File: config.mk
export PLATFORM = sky130hd
export DESIGN_NAME = stack_with_recycle_bin_unit_flat
export DESIGN_NICKNAME = d
export VERILOG_FILES = /design/src/rtl/core/swrb_pkg.sv /design/src/rtl/core/swrb_if.sv /design/src/rtl/core/swrb_ctrl.sv /design/src/rtl/core/swrb_dpath.sv /design/src/rtl/core/stack_with_recycle_bin_unit.sv /design/src/flat_wrapper.sv
export SDC_FILE = /design/constraint.sdc
export NUM_CORES = 2
export LEC_CHECK = 0
export BUFFER_PORTS_ARGS = -buffer_cell sky130_fd_sc_hd__buf_2
export CAP_MARGIN = 20
export CORE_UTILIZATION = 57
export DETAILED_ROUTE_END_ITERATION = 10
export PLACE_DENSITY = 0.76
export SLEW_MARGIN = 20
export SYNTH_ARGS = -nofsm -noshare
export SYNTH_HDL_FRONTEND = slang
export SYNTH_SLANG_ARGS = --single-unit
File: constraint.sdc
create_clock -name clock -period 4.1 [get_ports clock]
set_input_delay 0.615 -clock clock [delete_from_list [all_inputs] [get_ports clock]]
set_output_delay 0.615 -clock clock [all_outputs]
set_load 0.005 [all_outputs]
File: src/rtl/core/swrb_pkg.sv
// ----------------------------------------------------------------------------
// swrb_pkg
// Shared types, codes and widths for the stack with recycle bin block.
// ----------------------------------------------------------------------------
package swrb_pkg;

   localparam int POOL_DEPTH_DEF = 64;

   localparam int REQ_W   = 3;
   localparam int VALUE_W = 32;
   localparam int STAT_W  = 2;
   localparam int CNT_W   = 7;

   // request kinds
   localparam logic [REQ_W-1:0] REQ_PUSH    = 3'd0;
   localparam logic [REQ_W-1:0] REQ_MOVE    = 3'd1;
   localparam logic [REQ_W-1:0] REQ_DESTROY = 3'd2;
   localparam logic [REQ_W-1:0] REQ_RESTORE = 3'd3;
   localparam logic [REQ_W-1:0] REQ_PEEK    = 3'd4;
   localparam logic [REQ_W-1:0] REQ_CLEAR   = 3'd5;

   // result status codes
   localparam logic [STAT_W-1:0] ST_OK         = 2'd0;
   localparam logic [STAT_W-1:0] ST_MAIN_EMPTY = 2'd1;
   localparam logic [STAT_W-1:0] ST_BIN_EMPTY  = 2'd2;
   localparam logic [STAT_W-1:0] ST_POOL_FULL  = 2'd3;

   typedef logic [3:0] op_type;

   // datapath operations
   localparam op_type OP_NONE      = 4'd0;
   localparam op_type OP_RD_LINK   = 4'd1;
   localparam op_type OP_PUSH_FREE = 4'd2;
   localparam op_type OP_PUSH_NEW  = 4'd3;
   localparam op_type OP_MOVE      = 4'd4;
   localparam op_type OP_DESTROY   = 4'd5;
   localparam op_type OP_RESTORE   = 4'd6;
   localparam op_type OP_RD_TOP    = 4'd7;
   localparam op_type OP_LOAD_OUT  = 4'd8;

   typedef logic [1:0] sel_type;

   // head select for link reads
   localparam sel_type SEL_MAIN = 2'd0;
   localparam sel_type SEL_BIN  = 2'd1;
   localparam sel_type SEL_FREE = 2'd2;

   typedef struct packed {
      op_type            op;
      sel_type           rd_sel;
      logic              cap_value;
      logic              st_ld;
      logic [STAT_W-1:0] st_code;
   } cmd_type;

   typedef struct packed {
      logic main_null;
      logic bin_null;
      logic free_null;
      logic pool_full;
      logic link_null;
      logic main_cnt_zero;
   } stat_type;

endpackage

File: src/rtl/core/swrb_if.sv
// ----------------------------------------------------------------------------
// swrb_if
// Valid/ready channel interfaces for requests and results.
// ----------------------------------------------------------------------------
interface swrb_req_if;
   logic                                 valid;
   logic                                 ready;
   logic        [swrb_pkg::REQ_W-1:0]    req_type;
   logic signed [swrb_pkg::VALUE_W-1:0]  push_value;

   modport source (output valid, output req_type, output push_value, input ready);
   modport sink   (input valid, input req_type, input push_value, output ready);
endinterface

interface swrb_rsp_if;
   logic                                 valid;
   logic                                 ready;
   logic signed [swrb_pkg::VALUE_W-1:0]  top_value;
   logic                                 top_valid;
   logic        [swrb_pkg::STAT_W-1:0]   status;
   logic        [swrb_pkg::CNT_W-1:0]    stack_count;
   logic        [swrb_pkg::CNT_W-1:0]    bin_count;

   modport source (output valid, output top_value, output top_valid, output status,
                   output stack_count, output bin_count, input ready);
   modport sink   (input valid, input top_value, input top_valid, input status,
                   input stack_count, input bin_count, output ready);
endinterface

File: src/rtl/core/swrb_ctrl.sv
// ----------------------------------------------------------------------------
// swrb_ctrl
// Request sequencer: decodes one request and steps the datapath through it.
// ----------------------------------------------------------------------------
module swrb_ctrl (
   input  logic                          clock,
   input  logic                          reset,
   input  logic                          req_valid,
   input  logic [swrb_pkg::REQ_W-1:0]    req_type,
   output logic                          req_ready,
   input  logic                          rsp_ready,
   output logic                          rsp_valid,
   input  swrb_pkg::stat_type            stat,
   output swrb_pkg::cmd_type             cmd
);

   localparam logic [2:0] S_IDLE   = 3'd0;
   localparam logic [2:0] S_DECODE = 3'd1;
   localparam logic [2:0] S_LINK   = 3'd2;
   localparam logic [2:0] S_CLRRD  = 3'd3;
   localparam logic [2:0] S_TOP    = 3'd4;
   localparam logic [2:0] S_OUT    = 3'd5;

   logic [2:0]                       state_ff, state_in;
   logic [swrb_pkg::REQ_W-1:0]       kind_ff, kind_in;
   logic                             rsp_valid_ff, rsp_valid_in;
   logic                             out_free;

   assign out_free  = !rsp_valid_ff || rsp_ready;
   assign req_ready = (state_ff == S_IDLE);
   assign rsp_valid = rsp_valid_ff;

   always_comb begin
      state_in     = state_ff;
      kind_in      = kind_ff;
      rsp_valid_in = rsp_valid_ff && !rsp_ready;
      cmd          = '0;
      cmd.op       = swrb_pkg::OP_NONE;
      cmd.rd_sel   = swrb_pkg::SEL_MAIN;
      cmd.st_code  = swrb_pkg::ST_OK;
      case (state_ff)
         S_IDLE: begin
            if (req_valid) begin
               kind_in       = req_type;
               cmd.cap_value = 1'b1;
               state_in      = S_DECODE;
            end
         end
         S_DECODE: begin
            cmd.st_ld = 1'b1;
            state_in  = S_TOP;
            case (kind_ff)
               swrb_pkg::REQ_PUSH: begin
                  if (!stat.free_null) begin
                     cmd.op     = swrb_pkg::OP_RD_LINK;
                     cmd.rd_sel = swrb_pkg::SEL_FREE;
                     state_in   = S_LINK;
                  end else if (!stat.pool_full) begin
                     cmd.op = swrb_pkg::OP_PUSH_NEW;
                  end else begin
                     cmd.st_code = swrb_pkg::ST_POOL_FULL;
                  end
               end
               swrb_pkg::REQ_MOVE, swrb_pkg::REQ_DESTROY: begin
                  if (stat.main_null) begin
                     cmd.st_code = swrb_pkg::ST_MAIN_EMPTY;
                  end else begin
                     cmd.op   = swrb_pkg::OP_RD_LINK;
                     state_in = S_LINK;
                  end
               end
               swrb_pkg::REQ_RESTORE: begin
                  if (stat.bin_null) begin
                     cmd.st_code = swrb_pkg::ST_BIN_EMPTY;
                  end else begin
                     cmd.op     = swrb_pkg::OP_RD_LINK;
                     cmd.rd_sel = swrb_pkg::SEL_BIN;
                     state_in   = S_LINK;
                  end
               end
               swrb_pkg::REQ_CLEAR: begin
                  if (!stat.main_null) begin
                     cmd.op   = swrb_pkg::OP_RD_LINK;
                     state_in = S_LINK;
                  end
               end
               default: begin
                  // peek and the unused kinds
                  if (stat.main_null) cmd.st_code = swrb_pkg::ST_MAIN_EMPTY;
               end
            endcase
         end
         S_LINK: begin
            state_in = S_TOP;
            case (kind_ff)
               swrb_pkg::REQ_PUSH:    cmd.op = swrb_pkg::OP_PUSH_FREE;
               swrb_pkg::REQ_MOVE:    cmd.op = swrb_pkg::OP_MOVE;
               swrb_pkg::REQ_DESTROY: cmd.op = swrb_pkg::OP_DESTROY;
               swrb_pkg::REQ_RESTORE: cmd.op = swrb_pkg::OP_RESTORE;
               swrb_pkg::REQ_CLEAR: begin
                  // one main node back to the free list per pass
                  cmd.op = swrb_pkg::OP_DESTROY;
                  if (!stat.link_null) state_in = S_CLRRD;
               end
               default: cmd.op = swrb_pkg::OP_NONE;
            endcase
         end
         S_CLRRD: begin
            cmd.op   = swrb_pkg::OP_RD_LINK;
            state_in = S_LINK;
         end
         S_TOP: begin
            cmd.op   = swrb_pkg::OP_RD_TOP;
            state_in = S_OUT;
         end
         S_OUT: begin
            if (out_free) begin
               cmd.op       = swrb_pkg::OP_LOAD_OUT;
               rsp_valid_in = 1'b1;
               state_in     = S_IDLE;
            end
         end
         default: state_in = S_IDLE;
      endcase
   end

   always_ff @(posedge clock) begin
      if (reset) begin
         state_ff     <= S_IDLE;
         rsp_valid_ff <= 1'b0;
      end else begin
         state_ff     <= state_in;
         rsp_valid_ff <= rsp_valid_in;
      end
      kind_ff <= kind_in;
   end

endmodule

File: src/rtl/core/swrb_dpath.sv
// ----------------------------------------------------------------------------
// swrb_dpath
// Node pool memories, list heads, counts and the result register.
// ----------------------------------------------------------------------------
module swrb_dpath #(
   parameter int POOL_DEPTH = swrb_pkg::POOL_DEPTH_DEF
) (
   input  logic                                 clock,
   input  logic                                 reset,
   input  swrb_pkg::cmd_type                    cmd,
   output swrb_pkg::stat_type                   stat,
   input  logic signed [swrb_pkg::VALUE_W-1:0]  push_value,
   output logic signed [swrb_pkg::VALUE_W-1:0]  top_value,
   output logic                                 top_valid,
   output logic        [swrb_pkg::STAT_W-1:0]   status,
   output logic        [swrb_pkg::CNT_W-1:0]    stack_count,
   output logic        [swrb_pkg::CNT_W-1:0]    bin_count
);

   localparam int IW = $clog2(POOL_DEPTH + 1);
   localparam int AW = (POOL_DEPTH > 1) ? $clog2(POOL_DEPTH) : 1;
   localparam logic [IW-1:0] NULL_IDX = IW'(POOL_DEPTH);

   logic [IW-1:0]                      link_mem [POOL_DEPTH];
   logic [swrb_pkg::VALUE_W-1:0]       val_mem  [POOL_DEPTH];

   logic [IW-1:0] main_head_ff, main_head_in;
   logic [IW-1:0] bin_head_ff,  bin_head_in;
   logic [IW-1:0] free_head_ff, free_head_in;
   logic [IW-1:0] next_new_ff,  next_new_in;
   logic [IW-1:0] main_cnt_ff,  main_cnt_in;
   logic [IW-1:0] bin_cnt_ff,   bin_cnt_in;
   logic [IW-1:0] link_rd_ff;
   logic [IW-1:0] rd_head;
   logic [swrb_pkg::VALUE_W-1:0] val_rd_ff;
   logic [swrb_pkg::VALUE_W-1:0] value_ff;
   logic [swrb_pkg::STAT_W-1:0]  status_ff;

   logic [IW-1:0] node;
   logic [IW-1:0] wr_link;
   logic          link_we;
   logic          val_we;

   logic signed [swrb_pkg::VALUE_W-1:0] top_value_ff;
   logic                                top_valid_ff;
   logic        [swrb_pkg::STAT_W-1:0]  status_out_ff;
   logic        [swrb_pkg::CNT_W-1:0]   stack_count_ff;
   logic        [swrb_pkg::CNT_W-1:0]   bin_count_ff;

   assign stat.main_null     = (main_head_ff >= NULL_IDX);
   assign stat.bin_null      = (bin_head_ff  >= NULL_IDX);
   assign stat.free_null     = (free_head_ff >= NULL_IDX);
   assign stat.pool_full     = (next_new_ff  >= NULL_IDX);
   assign stat.link_null     = (link_rd_ff   >= NULL_IDX);
   assign stat.main_cnt_zero = (main_cnt_ff == '0);

   always_comb begin
      case (cmd.rd_sel)
         swrb_pkg::SEL_BIN:  rd_head = bin_head_ff;
         swrb_pkg::SEL_FREE: rd_head = free_head_ff;
         default:            rd_head = main_head_ff;
      endcase
   end

   always_comb begin
      main_head_in = main_head_ff;
      bin_head_in  = bin_head_ff;
      free_head_in = free_head_ff;
      next_new_in  = next_new_ff;
      main_cnt_in  = main_cnt_ff;
      bin_cnt_in   = bin_cnt_ff;
      node         = main_head_ff;
      wr_link      = main_head_ff;
      link_we      = 1'b0;
      val_we       = 1'b0;
      // a link read from memory that is out of range counts as null
      case (cmd.op)
         swrb_pkg::OP_PUSH_FREE: begin
            node         = free_head_ff;
            free_head_in = stat.link_null ? NULL_IDX : link_rd_ff;
            main_head_in = node;
            link_we      = 1'b1;
            val_we       = 1'b1;
            main_cnt_in  = main_cnt_ff + IW'(1);
         end
         swrb_pkg::OP_PUSH_NEW: begin
            node         = next_new_ff;
            next_new_in  = next_new_ff + IW'(1);
            main_head_in = node;
            link_we      = 1'b1;
            val_we       = 1'b1;
            main_cnt_in  = main_cnt_ff + IW'(1);
         end
         swrb_pkg::OP_MOVE: begin
            main_head_in = stat.link_null ? NULL_IDX : link_rd_ff;
            wr_link      = bin_head_ff;
            bin_head_in  = node;
            link_we      = 1'b1;
            main_cnt_in  = main_cnt_ff - IW'(1);
            bin_cnt_in   = bin_cnt_ff + IW'(1);
         end
         swrb_pkg::OP_DESTROY: begin
            main_head_in = stat.link_null ? NULL_IDX : link_rd_ff;
            wr_link      = free_head_ff;
            free_head_in = node;
            link_we      = 1'b1;
            main_cnt_in  = main_cnt_ff - IW'(1);
         end
         swrb_pkg::OP_RESTORE: begin
            node         = bin_head_ff;
            bin_head_in  = stat.link_null ? NULL_IDX : link_rd_ff;
            main_head_in = node;
            link_we      = 1'b1;
            bin_cnt_in   = bin_cnt_ff - IW'(1);
            main_cnt_in  = main_cnt_ff + IW'(1);
         end
         default: ;
      endcase
   end

   // pool memories: one write port, one registered read port each
   always_ff @(posedge clock) begin
      if (link_we) link_mem[node[AW-1:0]] <= wr_link;
      if (val_we)  val_mem[node[AW-1:0]]  <= value_ff;
      if (cmd.op == swrb_pkg::OP_RD_LINK) link_rd_ff <= link_mem[rd_head[AW-1:0]];
      if (cmd.op == swrb_pkg::OP_RD_TOP && !stat.main_null)
         val_rd_ff <= val_mem[main_head_ff[AW-1:0]];
   end

   always_ff @(posedge clock) begin
      if (reset) begin
         main_head_ff <= NULL_IDX;
         bin_head_ff  <= NULL_IDX;
         free_head_ff <= NULL_IDX;
         next_new_ff  <= '0;
         main_cnt_ff  <= '0;
         bin_cnt_ff   <= '0;
      end else begin
         main_head_ff <= main_head_in;
         bin_head_ff  <= bin_head_in;
         free_head_ff <= free_head_in;
         next_new_ff  <= next_new_in;
         main_cnt_ff  <= main_cnt_in;
         bin_cnt_ff   <= bin_cnt_in;
      end
   end

   always_ff @(posedge clock) begin
      if (cmd.cap_value) value_ff  <= push_value;
      if (cmd.st_ld)     status_ff <= cmd.st_code;
      if (cmd.op == swrb_pkg::OP_LOAD_OUT) begin
         top_value_ff   <= stat.main_null ? '0 : val_rd_ff;
         top_valid_ff   <= !stat.main_null;
         status_out_ff  <= status_ff;
         stack_count_ff <= swrb_pkg::CNT_W'(main_cnt_ff);
         bin_count_ff   <= swrb_pkg::CNT_W'(bin_cnt_ff);
      end
   end

   assign top_value   = top_value_ff;
   assign top_valid   = top_valid_ff;
   assign status      = status_out_ff;
   assign stack_count = stack_count_ff;
   assign bin_count   = bin_count_ff;

endmodule

File: src/rtl/core/stack_with_recycle_bin_unit.sv
// ----------------------------------------------------------------------------
// stack_with_recycle_bin_unit
// Main stack and recycle bin as two linked lists over one shared node pool.
// ----------------------------------------------------------------------------
// Usage:
//   req_chan carries one request item (req_type, push_value); rsp_chan returns
//   exactly one result item per request: the main top, its valid flag, a
//   status code and both counts after the request took effect.
//   One request is in work at a time. After acceptance it steps through
//   decode, which reads the next link for push from the free list, move,
//   destroy, restore and clear of a non-empty stack; then, if a link was
//   read, an update step, alternating with further link reads for clear;
//   then the top read and the load of the result into the output register.
//   req_chan.ready rises at the edge that loads the result, so a new request
//   is not taken before the last one's result is loaded. The steps follow
//   from the registered read of the pool memories: a pop reads the next
//   link, then the new top value. The output register holds a result while
//   rsp_chan stalls; a finished request waits in its last step until that
//   register is free. Reset (synchronous) empties all three lists and the
//   pool; no clearing pass is run, pool entries are only read once linked.
// ----------------------------------------------------------------------------
module stack_with_recycle_bin_unit #(
   parameter int POOL_DEPTH = swrb_pkg::POOL_DEPTH_DEF
) (
   input  logic          clock,
   input  logic          reset,
   swrb_req_if.sink      req_chan,
   swrb_rsp_if.source    rsp_chan
);

   // command and status between sequencer and datapath
   swrb_pkg::cmd_type   cmd;
   swrb_pkg::stat_type  stat;

   swrb_ctrl u_ctrl (
      .clock     (clock),
      .reset     (reset),
      .req_valid (req_chan.valid),
      .req_type  (req_chan.req_type),
      .req_ready (req_chan.ready),
      .rsp_ready (rsp_chan.ready),
      .rsp_valid (rsp_chan.valid),
      .stat      (stat),
      .cmd       (cmd)
   );

   swrb_dpath #(
      .POOL_DEPTH (POOL_DEPTH)
   ) u_dpath (
      .clock       (clock),
      .reset       (reset),
      .cmd         (cmd),
      .stat        (stat),
      .push_value  (req_chan.push_value),
      .top_value   (rsp_chan.top_value),
      .top_valid   (rsp_chan.top_valid),
      .status      (rsp_chan.status),
      .stack_count (rsp_chan.stack_count),
      .bin_count   (rsp_chan.bin_count)
   );

`ifndef SYNTH
   // only one request in work: no accept right after an accept
   a_one_in_work: assert property (@(posedge clock) disable iff (reset)
      (req_chan.valid && req_chan.ready) |=> !req_chan.ready)
      else $error("request accepted while another is in work");

   // the main head and the main count agree on emptiness
   a_head_count: assert property (@(posedge clock) disable iff (reset)
      stat.main_null == stat.main_cnt_zero)
      else $error("main head and main count disagree");

   // an empty main stack reports a zero top
   a_empty_top: assert property (@(posedge clock) disable iff (reset)
      (rsp_chan.valid && !rsp_chan.top_valid) |-> (rsp_chan.top_value == '0))
      else $error("nonzero top value on empty stack");
`endif

endmodule

File: src/flat_wrapper.sv
// flat-port wrapper written by rule: the top's interface ports become plain ports
module stack_with_recycle_bin_unit_flat 
#(
   parameter int POOL_DEPTH = swrb_pkg::POOL_DEPTH_DEF
)
  (clock, reset, req_chan_valid, req_chan_req_type, req_chan_push_value, req_chan_ready, rsp_chan_valid, rsp_chan_top_value, rsp_chan_top_valid, rsp_chan_status, rsp_chan_stack_count, rsp_chan_bin_count, rsp_chan_ready);
  swrb_req_if req_chan_i ();
  swrb_rsp_if rsp_chan_i ();
  input  logic clock;
  input  logic reset;
  input wire logic [$bits(req_chan_i.valid)-1:0] req_chan_valid;
  input wire logic [$bits(req_chan_i.req_type)-1:0] req_chan_req_type;
  input wire logic [$bits(req_chan_i.push_value)-1:0] req_chan_push_value;
  output wire logic [$bits(req_chan_i.ready)-1:0] req_chan_ready;
  output wire logic [$bits(rsp_chan_i.valid)-1:0] rsp_chan_valid;
  output wire logic [$bits(rsp_chan_i.top_value)-1:0] rsp_chan_top_value;
  output wire logic [$bits(rsp_chan_i.top_valid)-1:0] rsp_chan_top_valid;
  output wire logic [$bits(rsp_chan_i.status)-1:0] rsp_chan_status;
  output wire logic [$bits(rsp_chan_i.stack_count)-1:0] rsp_chan_stack_count;
  output wire logic [$bits(rsp_chan_i.bin_count)-1:0] rsp_chan_bin_count;
  input wire logic [$bits(rsp_chan_i.ready)-1:0] rsp_chan_ready;
  assign req_chan_i.valid = req_chan_valid;
  assign req_chan_i.req_type = req_chan_req_type;
  assign req_chan_i.push_value = req_chan_push_value;
  assign req_chan_ready = req_chan_i.ready;
  assign rsp_chan_valid = rsp_chan_i.valid;
  assign rsp_chan_top_value = rsp_chan_i.top_value;
  assign rsp_chan_top_valid = rsp_chan_i.top_valid;
  assign rsp_chan_status = rsp_chan_i.status;
  assign rsp_chan_stack_count = rsp_chan_i.stack_count;
  assign rsp_chan_bin_count = rsp_chan_i.bin_count;
  assign rsp_chan_i.ready = rsp_chan_ready;
  stack_with_recycle_bin_unit #(.POOL_DEPTH(POOL_DEPTH)) u_core (.clock(clock), .reset(reset), .req_chan(req_chan_i), .rsp_chan(rsp_chan_i));
endmodule
==> results.toml <==
[routing]
vias = 54000
dr.pass1.iters = 6
viasPerCell = 6.90
postRouteAntennaNets = 0
post-route-drc-count = 0
drt-total-wl_um = 274000
drtIter0Drc = 7899
wl_per_cell_um = 35.0

[global_route]
antenna_found_initial = 8
first_global_vias = 54100
grt_pass1_wl_um = 388000
grt_overflow = 0
grt_max_degree = 65
grt_use_total_pct = 30.4

[power]
vdd_ir_drop_max_mv = 0.470
power_density_nw_per_um2 = 467
p_leak_nw = 37.2

[sta]
fin_crit_ps = 4010
tightest_slew_ps = 1100
fin_crit_sh_pct = 97.7
relSlewSlack_pct = 26.3
hold_viol = 0
skew_ps = 71.7
setup_viol = 0
fmax_mhz = 250
fin_worst_hold_slack_ps = 138
report.final.slew_viol_count = 0

[synthesis]
synth_edf_count = 2621
synth_fp_nets = 4787
synth_top_area_cell = "edfxtp_1"
yosys_warnings = 0
synthXorXnorAreaFrac_pct = 0.137
synth_compound_area_share_pct = 2.14
syn_area_um2 = 103000
ys_types = 68
synth_flop_cell = "edfxtp_1"
synth_top_area_share_pct = 76.7
syn_avg_cell_area_um2 = 21.7
synth_most_common_cell = "edfxtp_1"
synthMuxAreaShare_pct = 15.7
synth_seq_area_share_pct = 77.6
synth-adder-area-share_pct = 0.142
yosys-top-cells-area = "edfxtp_1, mux4_2, nand2_1, dfxtp_1, nor2_1"
synthCells = 4737
synth_top_family_by_area = "multiplexers"
synth-simple-area-share_pct = 3.05
async_flop_share_pct = 0
synth_common_cells = "edfxtp_1, mux4_2, nand2_1"
ys_seq_elements = 2667

[clock_tree]
cts_buffer_depth = 4
clock_sinks = 2667
cts_root_buffer = "clkbuf_16"
cts_tree = "built"
cts_max_level = 5
clkTransAtPathRegs_ps = 60
numCtsBuffers = 277
clock_latency_ps = 930
cts_post_setup_buffers_inserted = 0

[final_layout]
layout-drive-gt1-share_pct = 30.8
area_growth_pct = 16.2
final_nets = 5335
fin_cells = 7830
num-fill-cells = 10600

[placed_design]
dp_cells = 7326
dp_hpwl_um = 151000
globalplace.congestion = 0.943
numPortBuffers = 89

[outcome]
status = "complete, no violations"

[die]
coreArea_um2 = 179000
ioPinCount = 90
start_util_pct = 57.4
die_h_um = 426
num_rows = 155
fp.dieW_um = 426
die-area_um2 = 182000

[hold_path]
hp-class = "input port to flop"

[critical_path]
start_kind = "flop"
cp_slowest_cell = "or4_4"
worstPathArrival_ps = 4670
crit_fanout = 62
cp_cell_sequence = "or4_4 > or3_4 > inv_1 > ha_2 > a221o_1 > buf_12 > nand2_8 > buf_16 > a211oi_1 > a311oi_1 > o41ai_2 > o22ai_1 > or3_1"
slowest_delay_ps = 560
endpoint_kind = "flop"
crit_family = "simple AND/OR/NAND/NOR gates"
cp_num_buf_inv = 3
path_class = "flop to flop"
cp_data_required_time_ps = 4770

[run]
maxCapViolations = 0
## path summary, 6_finish.rpt
| kind | startpoint | slack (ps) | end | cells after the start |
|---|---|---|---|---|
| worst max register to register | u_core.u_ctrl.kind_ff[0] | 90 | u_core.u_dpath.link_rd_ff[6] | 13 |
| worst min register to register | u_core.u_dpath.status_ff[0] | 430 | u_core.u_dpath.status[0] | 0 |
| worst min-delay path | rsp_chan_ready | 140 | u_core.u_ctrl.rsp_valid | 4 |
| worst max-delay path | u_core.u_ctrl.kind_ff[0] | 90 | u_core.u_dpath.link_rd_ff[6] | 13 |
## state kept, by name, indices dropped and copies added, names as in the netlist, 7 cells and up
signal	count
u_core.u_dpath.next_new_ff	7
u_core.u_dpath.stack_count	7
u_core.u_dpath.main_head_ff	7
u_core.u_dpath.val_rd_ff	32
u_core.u_dpath.value_ff	32
u_core.u_dpath.bin_count	7
u_core.u_dpath.main_cnt_ff	7
u_core.u_dpath.free_head_ff	7
u_core.u_dpath.top_value	32
u_core.u_dpath.val_mem	2048
u_core.u_dpath.bin_head_ff	7
u_core.u_dpath.bin_cnt_ff	7
u_core.u_dpath.link_rd_ff	7
u_core.u_dpath.link_mem	448
## cell families (layout without fill, tap and decap cells)
| family | Yosys count | count (layout) |
|---|---|---|
| flops | 2667 | 2667 |
| mux | 748 | 748 |
| simple gates | 692 | 692 |
| compound gates | 317 | 317 |
| buf+inv | 286 | 1023 |
| xor+xnor | 16 | 16 |
| fa+ha+maj | 11 | 11 |
| other cells | 0 | 1 |
## cell type report
type	instances	area [um^2]	area share, %
Timing Repair Buffer	541	5540	4.65
Multi-Input combinational cell	1784	22300	18.7
Sequential cell	2667	79600	66.8
Clock inverter	119	1360	1.14
Inverter	14	52.6	0.0441
Antenna cell	1	2.50	0.00210
Tap cell	2355	2950	2.47
Clock buffer	349	7360	6.17
## routing by layer
layer	global-route usage, %	vias to the layer above	share of wire, %
li1	-	20900	-
met1	39.0	28100	35
met2	50.5	4114	50
met3	6.12	869	10
met4	13.5	8	5.0
met5	0	-	0.021
## stage by stage
step / TNS (ps) / utilization [%] / instance area (um^2) / total power, mW / worst slack [ps]
6_report: 0 / 66.7 / 119000 / 55.7 / 94.0
5_1_grt: -24.0 / 66.7 / 119000 / 56.9 / -24.0
4_1_cts: 0 / 66.7 / 119000 / 55.9 / 2.60
3_5_place_dp: -58.8 / 61.6 / 110000 / 31.5 / -56.7
3_3_place_gp: 0 / 61.6 / 110000 / 31.4 / 74.4
2_1_floorplan: 0 / - / 103000 / 31.1 / 3.27
## report_power, final
part           total (mW)  leakage [nW]  switching (mW)  internal, mW
sequential           30.1          24.1          0.0285          30.1
clock                24.8          4.22            10.3          14.5
combinational       0.856          8.91           0.653         0.203
total                55.7          37.2            11.0          44.7
## worst register-to-register path: cells and delay by family (launching register included)
family / cells / cell delay, ps
compound gates: 5 / 1280
fa+ha+maj: 1 / 240
buf+inv: 3 / 490
flops: 1 / 390
simple gates: 4 / 1390
## placed cells by master, fill, tap and decap left out, types with 46 or more instances in the layout
cell type	n
mux2i_1	46
buf_12	127
buf_2	89
buf_4	288
a21oi_1	54
a211oi_1	67
clkbuf_16	284
and3_1	47
nor2_1	144
clkbuf_1	64
nor2_4	65
nand2_1	253
edfxtp_1	2621
mux4_2	686
## repair_timing
item / 4_1_cts / 5_1_grt
setup endpoints to repair: 3 / 7
cloned: 0 / 0
hold endpoints to repair: 35 / 0
pin swaps: 0 / 2
gates resized for setup: 3 / 9
hold buffers: 35 / 0
Note: power is estimated with default switching activity, not from simulation.
